**src/lfhr_pkg.sv**
```systemverilog
// Shared constants and types for the length framed history ring.
`timescale 1ns / 1ps
package lfhr_pkg;

  localparam int DEF_STORE_DEPTH = 512;
  localparam int DEF_MAX_CMD_LEN = 64;
  localparam int LEN_W = 7;

  localparam logic [2:0] OP_SAVE_BYTE  = 3'd0;
  localparam logic [2:0] OP_SAVE_EMPTY = 3'd1;
  localparam logic [2:0] OP_PREV       = 3'd2;
  localparam logic [2:0] OP_NEXT       = 3'd3;
  localparam logic [2:0] OP_DELETE     = 3'd4;

  localparam logic [1:0] KIND_BYTE    = 2'd0;
  localparam logic [1:0] KIND_NOTHING = 2'd1;
  localparam logic [1:0] KIND_STORED  = 2'd2;
  localparam logic [1:0] KIND_SKIPPED = 2'd3;

  typedef struct packed {
    logic push;
    logic clear;
  } stg_ctl_t;

endpackage

```
**src/lfhr_stage.sv**
```systemverilog
// Staging line memory and fill count for the command being saved.
`timescale 1ns / 1ps
module lfhr_stage
  import lfhr_pkg::*;
#(
  parameter int MAX_CMD_LEN = DEF_MAX_CMD_LEN
) (
  input  logic             clk,
  input  logic             rst,
  input  stg_ctl_t         ctl,
  input  logic [7:0]       wr_byte,
  input  logic [LEN_W-1:0] rd_idx,
  output logic [7:0]       rd_data,
  output logic [LEN_W-1:0] count
);

  localparam int IW = (MAX_CMD_LEN > 1) ? $clog2(MAX_CMD_LEN) : 1;

  logic [7:0] line_mem [MAX_CMD_LEN];

  // Bytes beyond the line length are dropped.
  always_ff @(posedge clk) begin
    if (ctl.push && count < LEN_W'(MAX_CMD_LEN)) begin
      line_mem[count[IW-1:0]] <= wr_byte;
    end
    rd_data <= line_mem[rd_idx[IW-1:0]];
  end

  always_ff @(posedge clk) begin
    if (rst) begin
      count <= '0;
    end else if (ctl.clear) begin
      count <= '0;
    end else if (ctl.push && count < LEN_W'(MAX_CMD_LEN)) begin
      count <= count + 1'b1;
    end
  end

endmodule
```
**config.mk**
```make
export PLATFORM = sky130hd
export DESIGN_NAME = lfhr_stage
export DESIGN_NICKNAME = d
export VERILOG_FILES = /design/src/lfhr_pkg.sv /design/src/lfhr_stage.sv
export SDC_FILE = /design/constraint.sdc
export NUM_CORES = 1
export LEC_CHECK = 0
export ABC_AREA = 1
export BUFFER_PORTS_ARGS = -buffer_cell sky130_fd_sc_hd__buf_2
export CAP_MARGIN = 10
export CORE_MARGIN = 2
export CORE_UTILIZATION = 56
export DETAILED_ROUTE_END_ITERATION = 7
export PLACE_DENSITY = 0.75
export REMOVE_ABC_BUFFERS = 1
export SLEW_MARGIN = 20
export SYNTH_ARGS = -nofsm -noshare
export SYNTH_HDL_FRONTEND = slang
export SYNTH_SLANG_ARGS = --single-unit
```
**constraint.sdc**
```tcl
create_clock -name clk -period 1.84 [get_ports clk]
set_input_delay 0.368 -clock clk [delete_from_list [all_inputs] [get_ports clk]]
set_output_delay 0.368 -clock clk [all_outputs]
set_load 0.05 [all_outputs]
```
==> impl_metrics.prom, run 1 <==
# TYPE chip_impl_metric gauge
chip_impl_metric{name="post_route_cells_drive_above_1_share",unit="%"} 13.0
chip_impl_metric{name="synth_sequential_area_ratio",unit="%"} 72.8
chip_impl_metric{name="number_of_storage_elements_in_the_synthesis_netlist",unit=""} 527
chip_impl_metric{name="final.period_utilization",unit="%"} 97.2
chip_impl_metric{name="cellPowerDensity",unit="nW/µm²"} 1000
chip_impl_metric{name="maxSlewHeadroom",unit="%"} 49.6
chip_impl_metric{name="power_frac_comb",unit="%"} 6.8
chip_impl_metric{name="clock_latency",unit="ps"} 590
chip_impl_info{name="worstSetupStartpointType",value="register"} 1
chip_impl_metric{name="critical_path.max_fanout",unit=""} 2
chip_impl_metric{name="rr_worst_depth",unit=""} 6
chip_impl_metric{name="routed_via_density",unit=""} 5.73
chip_impl_metric{name="crit_buf_inv",unit=""} 2
chip_impl_info{name="reg2reg_to",value="line_mem[45][2]$_DFFE_PP_"} 1
chip_impl_metric{name="worst_setup_hold_path_clk_slew",unit="ps"} 60
chip_impl_metric{name="drc_errors",unit=""} 0
chip_impl_metric{name="initialDrtViolationCount",unit=""} 1789
chip_impl_metric{name="worst-slew-pin-transition",unit="ps"} 757
chip_impl_metric{name="antenna_violating_nets_post_route",unit=""} 0
chip_impl_info{name="hold_path.class",value="in -> reg"} 1
chip_impl_metric{name="rows",unit=""} 71
chip_impl_metric{name="multiInputGateArea",unit="µm²"} 5060
chip_impl_metric{name="cell_internal_power",unit="mW"} 19.3
chip_impl_metric{name="max-cap-violations",unit=""} 0
chip_impl_info{name="worstSetupStartpoint",value="count[6]$_SDFFE_PP0P_"} 1
chip_impl_metric{name="switching_power",unit="mW"} 5.52
chip_impl_metric{name="cp_slowest_stage_delay",unit="ps"} 400
chip_impl_info{name="rsz0062_at_grt",value="no"} 1
chip_impl_metric{name="post_dp_cell_area",unit="µm²"} 23200
chip_impl_metric{name="cts_buffers",unit=""} 52
chip_impl_metric{name="timing.critical_path.arrival",unit="ps"} 1420
chip_impl_metric{name="post_synth.cell_area_avg",unit="µm²"} 11.7
chip_impl_metric{name="setup_viol_count_final",unit=""} 0
chip_impl_metric{name="grt_pass1_wl",unit="µm"} 79400
chip_impl_metric{name="worst_ep_required_time",unit="ps"} 1470
chip_impl_metric{name="synthCells",unit=""} 1848
chip_impl_metric{name="critical_path_depth_in_cells",unit=""} 2
chip_impl_metric{name="detailedPlacementHpwl",unit="µm"} 31400
chip_impl_info{name="critical_path.reg2reg.startpoint",value="count[2]$_SDFFE_PP0P_"} 1
chip_impl_metric{name="htree_levels",unit=""} 2
chip_impl_metric{name="cts.sinks",unit=""} 527
chip_impl_metric{name="area_growth",unit="%"} 15.1
chip_impl_metric{name="via_count_of_the_first_global_routing_pass",unit=""} 14200
chip_impl_metric{name="finalHoldViolCount",unit=""} 0
chip_impl_metric{name="fin_skew",unit="ps"} 22.8
chip_impl_metric{name="pwr-share-clk",unit="%"} 39.9
chip_impl_metric{name="wire_per_inst",unit="µm"} 20.3
chip_impl_metric{name="cts_hold_bufs",unit=""} 0
chip_impl_metric{name="yosysUniqueCellTypes",unit=""} 19
chip_impl_metric{name="drt_pre_antenna_iters",unit=""} 6
chip_impl_info{name="top_cells_by_area_in_the_synthesized_netlist",value="sky130_fd_sc_hd__edfxtp_1 71%, sky130_fd_sc_hd__nand2_1 12%, sky130_fd_sc_hd__nand3_1 10%"} 1
chip_impl_info{name="crit_path_kind",value="reg -> out"} 1
chip_impl_metric{name="gp_congestion",unit=""} 0.916
chip_impl_metric{name="fp.coreArea",unit="µm²"} 37800
chip_impl_metric{name="synth-warning-count",unit=""} 0
chip_impl_metric{name="finalPower",unit="mW"} 24.8
chip_impl_metric{name="vias",unit=""} 14500
chip_impl_metric{name="power.static_leakage",unit="nW"} 9.23
chip_impl_metric{name="period_needed",unit="ps"} 1790
chip_impl_metric{name="overflow",unit=""} 0
chip_impl_info{name="cts_tree",value="done"} 1
chip_impl_metric{name="hold_depth",unit=""} 3
chip_impl_metric{name="antenna_found_initial",unit=""} 0
chip_impl_metric{name="groute.usage.overall",unit="%"} 25.8
chip_impl_metric{name="diodes",unit=""} 0
chip_impl_info{name="critical_path.endpoint_type",value="output port"} 1
chip_impl_info{name="cts_root_buffer",value="sky130_fd_sc_hd__clkbuf_16"} 1
chip_impl_metric{name="seq_area",unit="µm²"} 15700
chip_impl_metric{name="grt_max_degree",unit=""} 65
chip_impl_metric{name="peakVddDrop",unit="mV"} 0.984
chip_impl_metric{name="p_seq_share",unit="%"} 53.3
chip_impl_metric{name="cts_setup_buffers",unit=""} 0
chip_impl_info{name="yosysTopAreaCell",value="sky130_fd_sc_hd__edfxtp_1"} 1
chip_impl_metric{name="initial_utilization",unit="%"} 57.0
chip_impl_metric{name="design_area",unit="µm²"} 24800
chip_impl_metric{name="syn_area",unit="µm²"} 21500
chip_impl_metric{name="regToRegSetupSlack",unit="ps"} 90
chip_impl_metric{name="synth_top_cell_area_share",unit="%"} 71.4
chip_impl_metric{name="fp.dieW",unit="µm"} 200
chip_impl_metric{name="design.final.nets",unit=""} 1999
chip_impl_info{name="family_with_the_most_delay_on_the_worst_path",value="buffers and inverters"} 1
chip_impl_metric{name="die_y",unit="µm"} 200
chip_impl_info{name="timing.critical_path.slowest_stage_cell",value="sky130_fd_sc_hd__dfxtp_1"} 1
chip_impl_metric{name="wl",unit="µm"} 51400
chip_impl_metric{name="clk_path_buf_depth",unit=""} 3
chip_impl_info{name="critical_path.cell_chain",value="buf_4, buf_2"} 1
chip_impl_metric{name="design.die.area",unit="µm²"} 40000
chip_impl_metric{name="boundaryPins",unit=""} 34
chip_impl_metric{name="number_of_filler_cells_placed_in_the_layout",unit=""} 2703
chip_impl_metric{name="io_buffers",unit=""} 32
chip_impl_metric{name="share_of_total_power_consumed_by_net_switching",unit="%"} 22.3
chip_impl_info{name="setup.worst_path.end",value="count[6]"} 1
chip_impl_metric{name="finalMaxSlewViolations",unit=""} 0
chip_impl_metric{name="max_clock_freq",unit="GHz"} 0.559
chip_impl_info{name="outcome",value="finished, final reports clean"} 1
## layout make-up
cell class	count	share of cell area, %
flip-flops and latches	527	63.3
inverters	18	0.303
well taps	511	2.58
multi-input cells	1194	20.4
clock inverters	31	0.823
repair buffers	186	7.04
clock buffers	67	5.56
## cells by family after synthesis
logic type               synth area share, %
AND/OR/NAND/NOR                         23.3
flip-flops                              72.8
buffers and inverters                   3.75
AO/OA/AOI/OAI                          0.139
adder cells (fa/ha/maj)               0.0581
## metrics by stage
stage	utilization, %	hold slack (ps)	worst slack (ps)	instances	setup TNS (ps)
global placement	61.4	531	-35.9	2436	-136
detailed placement	61.4	542	-111	2436	-18320
finish	65.6	125	51.4	2534	0
CTS	65.6	108	12.1	2534	0
global route	65.6	128	2.19	2534	0
floorplan	-	467	-1040	1739	-68490
## synth_stat cells
cell,number
sky130_fd_sc_hd__nor3_1,3
sky130_fd_sc_hd__nand2_1,666
sky130_fd_sc_hd__nor2_2,1
sky130_fd_sc_hd__nand3_1,440
sky130_fd_sc_hd__buf_8,2
sky130_fd_sc_hd__inv_6,1
sky130_fd_sc_hd__buf_2,44
sky130_fd_sc_hd__a21oi_1,4
sky130_fd_sc_hd__dfxtp_1,15
sky130_fd_sc_hd__edfxtp_1,512
sky130_fd_sc_hd__buf_1,5
sky130_fd_sc_hd__ha_1,1
sky130_fd_sc_hd__buf_4,22
sky130_fd_sc_hd__nor2_1,77
sky130_fd_sc_hd__clkbuf_1,14
sky130_fd_sc_hd__buf_6,22
sky130_fd_sc_hd__o21ai_0,2
sky130_fd_sc_hd__inv_2,1
sky130_fd_sc_hd__inv_1,16
## tightest hold or removal path, delay by kind of cell
family | cells | cell delay (ps)
simple gates | 2 | 130
buf+inv | 1 | 150
## routing by layer
layer	GRT usage [%]	vias to the layer above	part of all wire [%]
met5	0	-	0
met4	10.4	0	3.8
met3	4.25	130	9.6
met2	42.2	745	48
met1	34.9	6930	39
li1	-	6724	-
## power groups by stage
stage / logic, mW / clock network (mW) / registers (mW)
floorplan: 0.621 / 0 / 13.6
global placement: 1.61 / 0 / 13.5
detailed placement: 1.65 / 0 / 13.5
CTS: 1.67 / 9.99 / 13.2
global route: 1.82 / 10.5 / 13.2
finish: 1.68 / 9.89 / 13.2
## how the worst min path moves through the flow
stage / from / to
2_1_floorplan: wr_byte[0] / line_mem[0][0]$_DFFE_PP_
3_3_place_gp: count[0]$_SDFFE_PP0P_ / count[0]$_SDFFE_PP0P_
3_5_place_dp: count[0]$_SDFFE_PP0P_ / count[0]$_SDFFE_PP0P_
4_1_cts: rd_idx[5] / rd_data[0]$_DFF_P_
5_1_grt: rd_idx[5] / rd_data[0]$_DFF_P_
6_report: rd_idx[5] / rd_data[0]$_DFF_P_
## registers in the layout, indices dropped and copies added (netlist names)
signal    flops
rd_data       8
line_mem    512
count         7
## what timing repair did
action / 4_1_cts / 5_1_grt
pin swaps: 0 / 0
resized for setup: 1 / 5
setup endpoints to repair: 1 / 232
## placed cells by master (no fill, tap or decap)
cell,count
sky130_fd_sc_hd__dfxtp_1,13
sky130_fd_sc_hd__inv_2,1
sky130_fd_sc_hd__a21oi_1,4
sky130_fd_sc_hd__inv_1,15
sky130_fd_sc_hd__clkbuf_4,2
sky130_fd_sc_hd__buf_12,33
sky130_fd_sc_hd__dfxtp_2,2
sky130_fd_sc_hd__clkbuf_1,14
sky130_fd_sc_hd__inv_4,1
sky130_fd_sc_hd__edfxtp_1,512
sky130_fd_sc_hd__nor2_2,1
sky130_fd_sc_hd__nor2_4,1
sky130_fd_sc_hd__nand2_1,666
sky130_fd_sc_hd__ha_1,1
sky130_fd_sc_hd__clkinvlp_4,1
sky130_fd_sc_hd__clkinv_2,11
sky130_fd_sc_hd__inv_6,3
sky130_fd_sc_hd__inv_8,1
sky130_fd_sc_hd__nand3_1,440
sky130_fd_sc_hd__bufinv_16,2
sky130_fd_sc_hd__nor2_1,76
sky130_fd_sc_hd__o21ai_0,2
sky130_fd_sc_hd__clkbuf_16,53
sky130_fd_sc_hd__clkbuf_8,1
sky130_fd_sc_hd__nor3_1,3
sky130_fd_sc_hd__buf_4,122
sky130_fd_sc_hd__clkinv_1,14
sky130_fd_sc_hd__buf_2,28
No activity file was read; power rests on OpenSTA's default activity.
==> run 2, diff against run 1 <==
Settings changed: CORE_MARGIN 2 to unset, CORE_UTILIZATION 56 to 63, PLACE_DENSITY 0.75 to 0.8.
Clock period 1.84 ns to 1.7 ns, I/O delays scaled along.
==> run 2 against run 1 <==
Die area shrank 13%; register-to-register slack lost 70 ps; largest cell class unchanged; global-route usage grew 4.7 points; cell count shrank 2.5%; combinational power grew 8%.
==> impl_metrics.prom, run 2 (synthesis results as in run 1) <==
# TYPE chip_impl_metric gauge
chip_impl_info{name="outcome",value="finished, final reports clean"} 1
chip_impl_metric{name="overflow",unit=""} 0
chip_impl_info{name="reg2reg_to",value="line_mem[18][3]$_DFFE_PP_"} 1
chip_impl_info{name="critical_path.endpoint_type",value="register"} 1
chip_impl_metric{name="regToRegSetupSlack",unit="ps"} 20
chip_impl_metric{name="fp.dieW",unit="µm"} 187
chip_impl_metric{name="timing.critical_path.arrival",unit="ps"} 1950
chip_impl_info{name="mostFrequentLayoutCells",value="666 x sky130_fd_sc_hd__nand2_1, 512 x sky130_fd_sc_hd__edfxtp_1, 439 x sky130_fd_sc_hd__nand3_1, 129 x sky130_fd_sc_hd__buf_4, 71 x sky130_fd_sc_hd__nor2_1"} 1
chip_impl_metric{name="clock_latency",unit="ps"} 580
chip_impl_metric{name="worst_ep_required_time",unit="ps"} 1970
chip_impl_metric{name="fp.coreArea",unit="µm²"} 33600
chip_impl_metric{name="rows",unit=""} 67
chip_impl_metric{name="antenna_found_initial",unit=""} 0
chip_impl_metric{name="initialDrtViolationCount",unit=""} 1835
chip_impl_metric{name="critical_path.max_fanout",unit=""} 6
chip_impl_metric{name="period_needed",unit="ps"} 1680
chip_impl_metric{name="final.period_utilization",unit="%"} 98.6
chip_impl_metric{name="design.die.area",unit="µm²"} 34900
chip_impl_info{name="cts_tree",value="done"} 1
chip_impl_metric{name="routed_via_density",unit=""} 5.98
chip_impl_info{name="critical_path.reg2reg.startpoint",value="count[6]$_SDFFE_PP0P_"} 1
chip_impl_metric{name="placed_cells",unit=""} 2374
chip_impl_info{name="layout_commonest_cell",value="sky130_fd_sc_hd__nand2_1"} 1
chip_impl_metric{name="design.final.nets",unit=""} 2000
chip_impl_metric{name="largest_register_ff_count",unit=""} 512
chip_impl_metric{name="boundaryPins",unit=""} 34
chip_impl_metric{name="cts.sinks",unit=""} 527
chip_impl_metric{name="initial_utilization",unit="%"} 64.1
chip_impl_metric{name="max-cap-violations",unit=""} 0
chip_impl_metric{name="post_route_cells_drive_above_1_share",unit="%"} 13.4
chip_impl_metric{name="setup-tns-final",unit="ps"} 0
chip_impl_metric{name="area_growth",unit="%"} 14.6
chip_impl_metric{name="cts_hold_bufs",unit=""} 0
chip_impl_metric{name="drt_pre_antenna_iters",unit=""} 6
chip_impl_info{name="hold_path.startpoint",value="ctl[0]"} 1
chip_impl_metric{name="worst_setup_hold_path_clk_slew",unit="ps"} 60
chip_impl_metric{name="setup_viol_count_final",unit=""} 0
chip_impl_metric{name="fin_skew",unit="ps"} 23.6
chip_impl_metric{name="clk_path_buf_depth",unit=""} 3
chip_impl_metric{name="rr_worst_depth",unit=""} 7
chip_impl_metric{name="maxSlewHeadroom",unit="%"} 44.8
chip_impl_metric{name="cts_buffers",unit=""} 50
chip_impl_metric{name="wire_per_inst",unit="µm"} 21.2
chip_impl_info{name="worstSetupStartpointType",value="register"} 1
chip_impl_metric{name="via_count_of_the_first_global_routing_pass",unit=""} 14700
chip_impl_metric{name="htree_levels",unit=""} 2
chip_impl_metric{name="finalMaxSlewViolations",unit=""} 0
chip_impl_metric{name="worst-slew-pin-transition",unit="ps"} 828
chip_impl_metric{name="finalHoldViolCount",unit=""} 0
chip_impl_metric{name="max_clock_freq",unit="GHz"} 0.596
chip_impl_metric{name="grt_pass1_wl",unit="µm"} 80400
chip_impl_metric{name="vias",unit=""} 14800
chip_impl_metric{name="hold_depth",unit=""} 4
chip_impl_metric{name="drc_errors",unit=""} 0
chip_impl_info{name="cts_root_buffer",value="sky130_fd_sc_hd__clkbuf_16"} 1
chip_impl_metric{name="power.static_leakage",unit="nW"} 9.21
chip_impl_info{name="crit_path_kind",value="reg -> reg"} 1
chip_impl_metric{name="final_cells",unit=""} 2470
chip_impl_metric{name="io_buffers",unit=""} 32
chip_impl_metric{name="wl",unit="µm"} 52300
chip_impl_metric{name="die_y",unit="µm"} 187
chip_impl_metric{name="groute.usage.overall",unit="%"} 30.5
chip_impl_metric{name="peakVddDrop",unit="mV"} 1.00
chip_impl_metric{name="cellPowerDensity",unit="nW/µm²"} 1070
chip_impl_metric{name="detailedPlacementHpwl",unit="µm"} 31500
chip_impl_metric{name="antenna_violating_nets_post_route",unit=""} 0
chip_impl_info{name="hold_path.class",value="in -> reg"} 1
chip_impl_metric{name="gp_congestion",unit=""} 0.915
chip_impl_metric{name="grt_max_degree",unit=""} 65
chip_impl_info{name="min_to",value="count[1]$_SDFFE_PP0P_"} 1
[run 2: changes by cell type in the layout (fill, tap and decap cells not counted), sizes merged]
cell / change
buf: +4
diode: +1
clkinv: +3
inv: -1
clkinvlp: +2
clkbuf: -10
[run 2: report_power, final]
part / switching, mW / internal [mW] / total (mW)
sequential: 0.0336 / 14.3 / 14.3
clock: 4.61 / 5.79 / 10.4
combinational: 1.28 / 0.530 / 1.81
total: 5.92 / 20.6 / 26.5
[run 2: routing by layer]
layer  global-route usage, %  vias up  routed length (µm)
li1                        -     6721                   -
met1                    39.7     6974               19100
met2                    50.4      892               25300
met3                    5.46      185                5470
met4                    13.9        0                2370
met5                       0        -                   0
[run 2: worst max-delay path by stage]
| stage | startpoint | end | slack [ps] | cells past startpoint |
|---|---|---|---|---|
| 2_1_floorplan | rd_idx[1] | rd_data[3]$_DFF_P_ | -1160 | 8 |
| 3_3_place_gp | ctl[1] | line_mem[20][3]$_DFFE_PP_ | -130 | 9 |
| 3_5_place_dp | ctl[1] | line_mem[16][7]$_DFFE_PP_ | -190 | 9 |
| 4_1_cts | count[3]$_SDFFE_PP0P_ | count[3] | 4 | 2 |
| 5_1_grt | count[6]$_SDFFE_PP0P_ | line_mem[44][4]$_DFFE_PP_ | -40 | 7 |
| 6_report | count[6]$_SDFFE_PP0P_ | line_mem[18][3]$_DFFE_PP_ | 20 | 7 |
[run 2: through the flow]
step	total power, mW	cell area [µm²]	worst slack [ps]	hold slack (ps)	util (%)
6_report	26.5	24700	23.5	92.1	73.5
3_5_place_dp	16.3	23100	-189	572	68.7
4_1_cts	26.5	24600	3.87	75.5	73.3
3_3_place_gp	16.3	23100	-134	559	68.7
5_1_grt	27.2	24700	-41.1	98.2	73.4
2_1_floorplan	15.3	20800	-1160	439	-
[run 2: final cells by class]
cell class                 instances  area, µm²
sequential                       527      15700
fill                            2034       8920
multi-input combinational       1194       5080
timing repair buffer             189       1760
clock buffer                      58       1300
tap                              448        561
clock inverter                    35        226
inverter                          18       75.1
antenna                            1       2.50
[run 2: what timing repair did]
action                     CTS  global route
hold endpoints to repair     0             0
gates resized for setup      7            15
setup buffers                0             2
setup endpoints to repair  236           316
[run 2: worst max-delay path: stages, from the launching register on]
cell                      delay [ps]
sky130_fd_sc_hd__dfxtp_1         340
sky130_fd_sc_hd__nor2_4          170
sky130_fd_sc_hd__inv_1           100
sky130_fd_sc_hd__nor2_4          140
sky130_fd_sc_hd__nand2_1         100
sky130_fd_sc_hd__buf_4           190
sky130_fd_sc_hd__nor2_1          160
sky130_fd_sc_hd__buf_4           190
==> run 3, diff against run 2 <==
Settings changed: CORE_MARGIN set to 2.
==> run 3 against run 2 <==
Combinational power is essentially flat; core utilization grew 0.43 points; sequential share of layout area shrank 0.37 points; critical path depth shrank 5; clock-buffer cell count grew 2; setup slack gained 12 ps; cell count grew 0.12%; wire length shrank 0.34%; critical path type is now reg -> out; largest cell class unchanged.
==> impl_metrics.prom, run 3 (synthesis results as in run 1) <==
# TYPE chip_impl_metric gauge
chip_impl_metric{name="placed_cells",unit=""} 2381
chip_impl_metric{name="rr_worst_depth",unit=""} 6
chip_impl_metric{name="htree_levels",unit=""} 2
chip_impl_metric{name="grt_pass1_wl",unit="µm"} 79500
chip_impl_metric{name="routed_via_density",unit=""} 6.01
chip_impl_info{name="setup.worst_path.end",value="count[0]"} 1
chip_impl_metric{name="cell_internal_power",unit="mW"} 21.2
chip_impl_metric{name="regToRegSetupSlack",unit="ps"} 60
chip_impl_metric{name="power.static_leakage",unit="nW"} 9.29
chip_impl_metric{name="setup-tns-final",unit="ps"} 0
chip_impl_metric{name="vias",unit=""} 14900
chip_impl_metric{name="share_of_total_power_consumed_by_net_switching",unit="%"} 21.8
chip_impl_metric{name="crit_buf_inv",unit=""} 2
chip_impl_metric{name="timing.critical_path.arrival",unit="ps"} 1320
chip_impl_metric{name="placement.setup.worst_slack",unit="ps"} -202
chip_impl_metric{name="wl",unit="µm"} 52100
chip_impl_metric{name="worst-slew-pin-transition",unit="ps"} 823
chip_impl_info{name="reg2reg_to",value="line_mem[53][5]$_DFFE_PP_"} 1
chip_impl_metric{name="drc_errors",unit=""} 0
chip_impl_metric{name="max-cap-violations",unit=""} 0
chip_impl_metric{name="finalHoldViolCount",unit=""} 0
chip_impl_metric{name="die_y",unit="µm"} 189
chip_impl_metric{name="worst_setup_hold_path_clk_slew",unit="ps"} 60
chip_impl_metric{name="rows",unit=""} 67
chip_impl_info{name="critical_path.cell_chain",value="buf_4, buf_4"} 1
chip_impl_metric{name="max_clock_freq",unit="GHz"} 0.601
chip_impl_metric{name="setup_viol_count_final",unit=""} 0
chip_impl_metric{name="maxSlewHeadroom",unit="%"} 45.1
chip_impl_info{name="cts_tree",value="done"} 1
chip_impl_metric{name="pwr-share-clk",unit="%"} 40.6
chip_impl_info{name="critical_path.reg2reg.startpoint",value="count[2]$_SDFFE_PP0P_"} 1
chip_impl_metric{name="cellPowerDensity",unit="nW/µm²"} 1090
chip_impl_metric{name="wire_per_inst",unit="µm"} 21.1
chip_impl_metric{name="boundaryPins",unit=""} 34
chip_impl_info{name="hold_path.class",value="in -> reg"} 1
chip_impl_metric{name="via_count_of_the_first_global_routing_pass",unit=""} 14400
chip_impl_metric{name="post_route_cells_drive_above_1_share",unit="%"} 13.9
chip_impl_metric{name="overflow",unit=""} 0
chip_impl_info{name="worst_path_most_repeated_cell",value="sky130_fd_sc_hd__buf_4"} 1
chip_impl_info{name="mostFrequentLayoutCells",value="665 x sky130_fd_sc_hd__nand2_1, 512 x sky130_fd_sc_hd__edfxtp_1, 440 x sky130_fd_sc_hd__nand3_1, 135 x sky130_fd_sc_hd__buf_4, 70 x sky130_fd_sc_hd__nor2_1"} 1
chip_impl_info{name="crit_path_kind",value="reg -> out"} 1
chip_impl_metric{name="finalWorstSetupSlack",unit="ps"} 35.6
chip_impl_metric{name="post_cts_resize_count",unit=""} 9
chip_impl_info{name="worstSetupStartpointType",value="register"} 1
chip_impl_metric{name="largest_register_ff_count",unit=""} 512
chip_impl_metric{name="fp.dieW",unit="µm"} 189
chip_impl_info{name="family_with_the_most_delay_on_the_worst_path",value="flip-flops"} 1
chip_impl_metric{name="final_cells",unit=""} 2473
chip_impl_metric{name="io_buffers",unit=""} 32
chip_impl_metric{name="switching_power",unit="mW"} 5.91
chip_impl_metric{name="final_hold_slack",unit="ps"} 66.6
chip_impl_metric{name="fin_skew",unit="ps"} 15.8
chip_impl_metric{name="worst_ep_required_time",unit="ps"} 1360
chip_impl_metric{name="cts_hold_bufs",unit=""} 0
chip_impl_metric{name="groute.usage.overall",unit="%"} 29.7
chip_impl_metric{name="fp.coreArea",unit="µm²"} 33600
chip_impl_info{name="cts_root_buffer",value="sky130_fd_sc_hd__clkbuf_16"} 1
chip_impl_metric{name="gp_congestion",unit=""} 0.966
chip_impl_metric{name="clock_latency",unit="ps"} 590
chip_impl_metric{name="power_frac_comb",unit="%"} 6.7
chip_impl_metric{name="p_seq_share",unit="%"} 52.7
chip_impl_metric{name="final.period_utilization",unit="%"} 97.9
chip_impl_metric{name="cts.sinks",unit=""} 527
chip_impl_metric{name="grt_max_degree",unit=""} 65
chip_impl_metric{name="antenna_violating_nets_post_route",unit=""} 0
chip_impl_info{name="critical_path.endpoint_type",value="output port"} 1
chip_impl_metric{name="critical_path.max_fanout",unit=""} 6
chip_impl_metric{name="finalMaxSlewViolations",unit=""} 0
chip_impl_metric{name="drt_pre_antenna_iters",unit=""} 6
chip_impl_info{name="worstSetupStartpoint",value="count[0]$_SDFFE_PP0P_"} 1
chip_impl_metric{name="antenna_found_initial",unit=""} 0
chip_impl_info{name="layout_commonest_cell",value="sky130_fd_sc_hd__nand2_1"} 1
chip_impl_metric{name="peakVddDrop",unit="mV"} 0.921
chip_impl_metric{name="initialDrtViolationCount",unit=""} 2286
chip_impl_metric{name="cts_setup_buffers",unit=""} 0
chip_impl_metric{name="initial_utilization",unit="%"} 64.1
chip_impl_metric{name="area_growth",unit="%"} 15.3
chip_impl_metric{name="clk_path_buf_depth",unit=""} 3
chip_impl_info{name="timing.critical_path.slowest_stage_cell",value="sky130_fd_sc_hd__dfxtp_2"} 1
chip_impl_metric{name="finalPower",unit="mW"} 27.2
chip_impl_metric{name="cp_slowest_stage_delay",unit="ps"} 400
chip_impl_info{name="outcome",value="finished, final reports clean"} 1
chip_impl_metric{name="critical_path_depth_in_cells",unit=""} 2
chip_impl_metric{name="cts_buffers",unit=""} 50
chip_impl_metric{name="period_needed",unit="ps"} 1660
chip_impl_metric{name="detailedPlacementHpwl",unit="µm"} 31100
chip_impl_info{name="rsz0062_at_grt",value="no"} 1
chip_impl_metric{name="design.die.area",unit="µm²"} 35700
chip_impl_metric{name="diodes",unit=""} 0
chip_impl_metric{name="design.final.nets",unit=""} 2005
run 3: cell types whose count changed in the layout (fill, tap and decap cells not counted), moves of 2 or more:
cell and change:
sky130_fd_sc_hd__buf_4 +6, sky130_fd_sc_hd__bufinv_16 +3, sky130_fd_sc_hd__clkbuf_16 +2, sky130_fd_sc_hd__buf_6 -2, sky130_fd_sc_hd__clkinv_1 -5, sky130_fd_sc_hd__clkinv_4 +2
run 3: layer usage:
| layer | share of wire [%] | global-route usage (%) | vias to the layer above | routed length [µm] |
|---|---|---|---|---|
| li1 | - | - | 6730 | - |
| met3 | 9.9 | 3.76 | 160 | 5160 |
| met4 | 3.9 | 12.3 | 0 | 2030 |
| met1 | 37 | 40.5 | 7069 | 19400 |
| met2 | 49 | 49.1 | 912 | 25500 |
| met5 | 0 | 0 | - | 0 |
run 3: worst min-delay path by stage:
stage	cells past startpoint	slack (ps)	startpoint	endpoint
2_1_floorplan	0	440	wr_byte[0]	line_mem[0][0]$_DFFE_PP_
5_1_grt	4	90	rst	count[0]$_SDFFE_PP0P_
3_5_place_dp	2	550	count[2]$_SDFFE_PP0P_	count[2]$_SDFFE_PP0P_
3_3_place_gp	2	550	count[2]$_SDFFE_PP0P_	count[2]$_SDFFE_PP0P_
6_report	4	70	rst	count[0]$_SDFFE_PP0P_
4_1_cts	4	50	rst	count[0]$_SDFFE_PP0P_
run 3: power by group through the flow:
stage          logic [mW]  clock network (mW)  registers, mW
3_5_place_dp         1.77                   0           14.6
2_1_floorplan       0.672                   0           14.7
6_report             1.82                11.0           14.3
3_3_place_gp         1.72                   0           14.6
5_1_grt              1.95                11.6           14.3
4_1_cts              1.79                11.1           14.3
run 3: cell type report:
class	count	area, µm²
tap	448	561
timing repair buffer	194	1800
fill	2097	8780
sequential	527	15700
inverter	18	75.1
multi-input combinational	1194	5090
clock inverter	32	279
clock buffer	60	1350
run 3: per-stage QoR:
stage               instance area, µm²  util (%)
detailed placement               23200      68.9
global placement                 23200      68.9
floorplan                        20800         -
global route                     24800      73.9
finish                           24800      73.9
CTS                              24800      73.8
run 3: worst register-to-register path: stages, from the launching register on:
cell	delay, ps
sky130_fd_sc_hd__dfxtp_1	420
sky130_fd_sc_hd__inv_1	100
sky130_fd_sc_hd__nor2_1	130
sky130_fd_sc_hd__nand3_1	150
sky130_fd_sc_hd__buf_12	190
sky130_fd_sc_hd__nor2_1	140
sky130_fd_sc_hd__buf_4	210
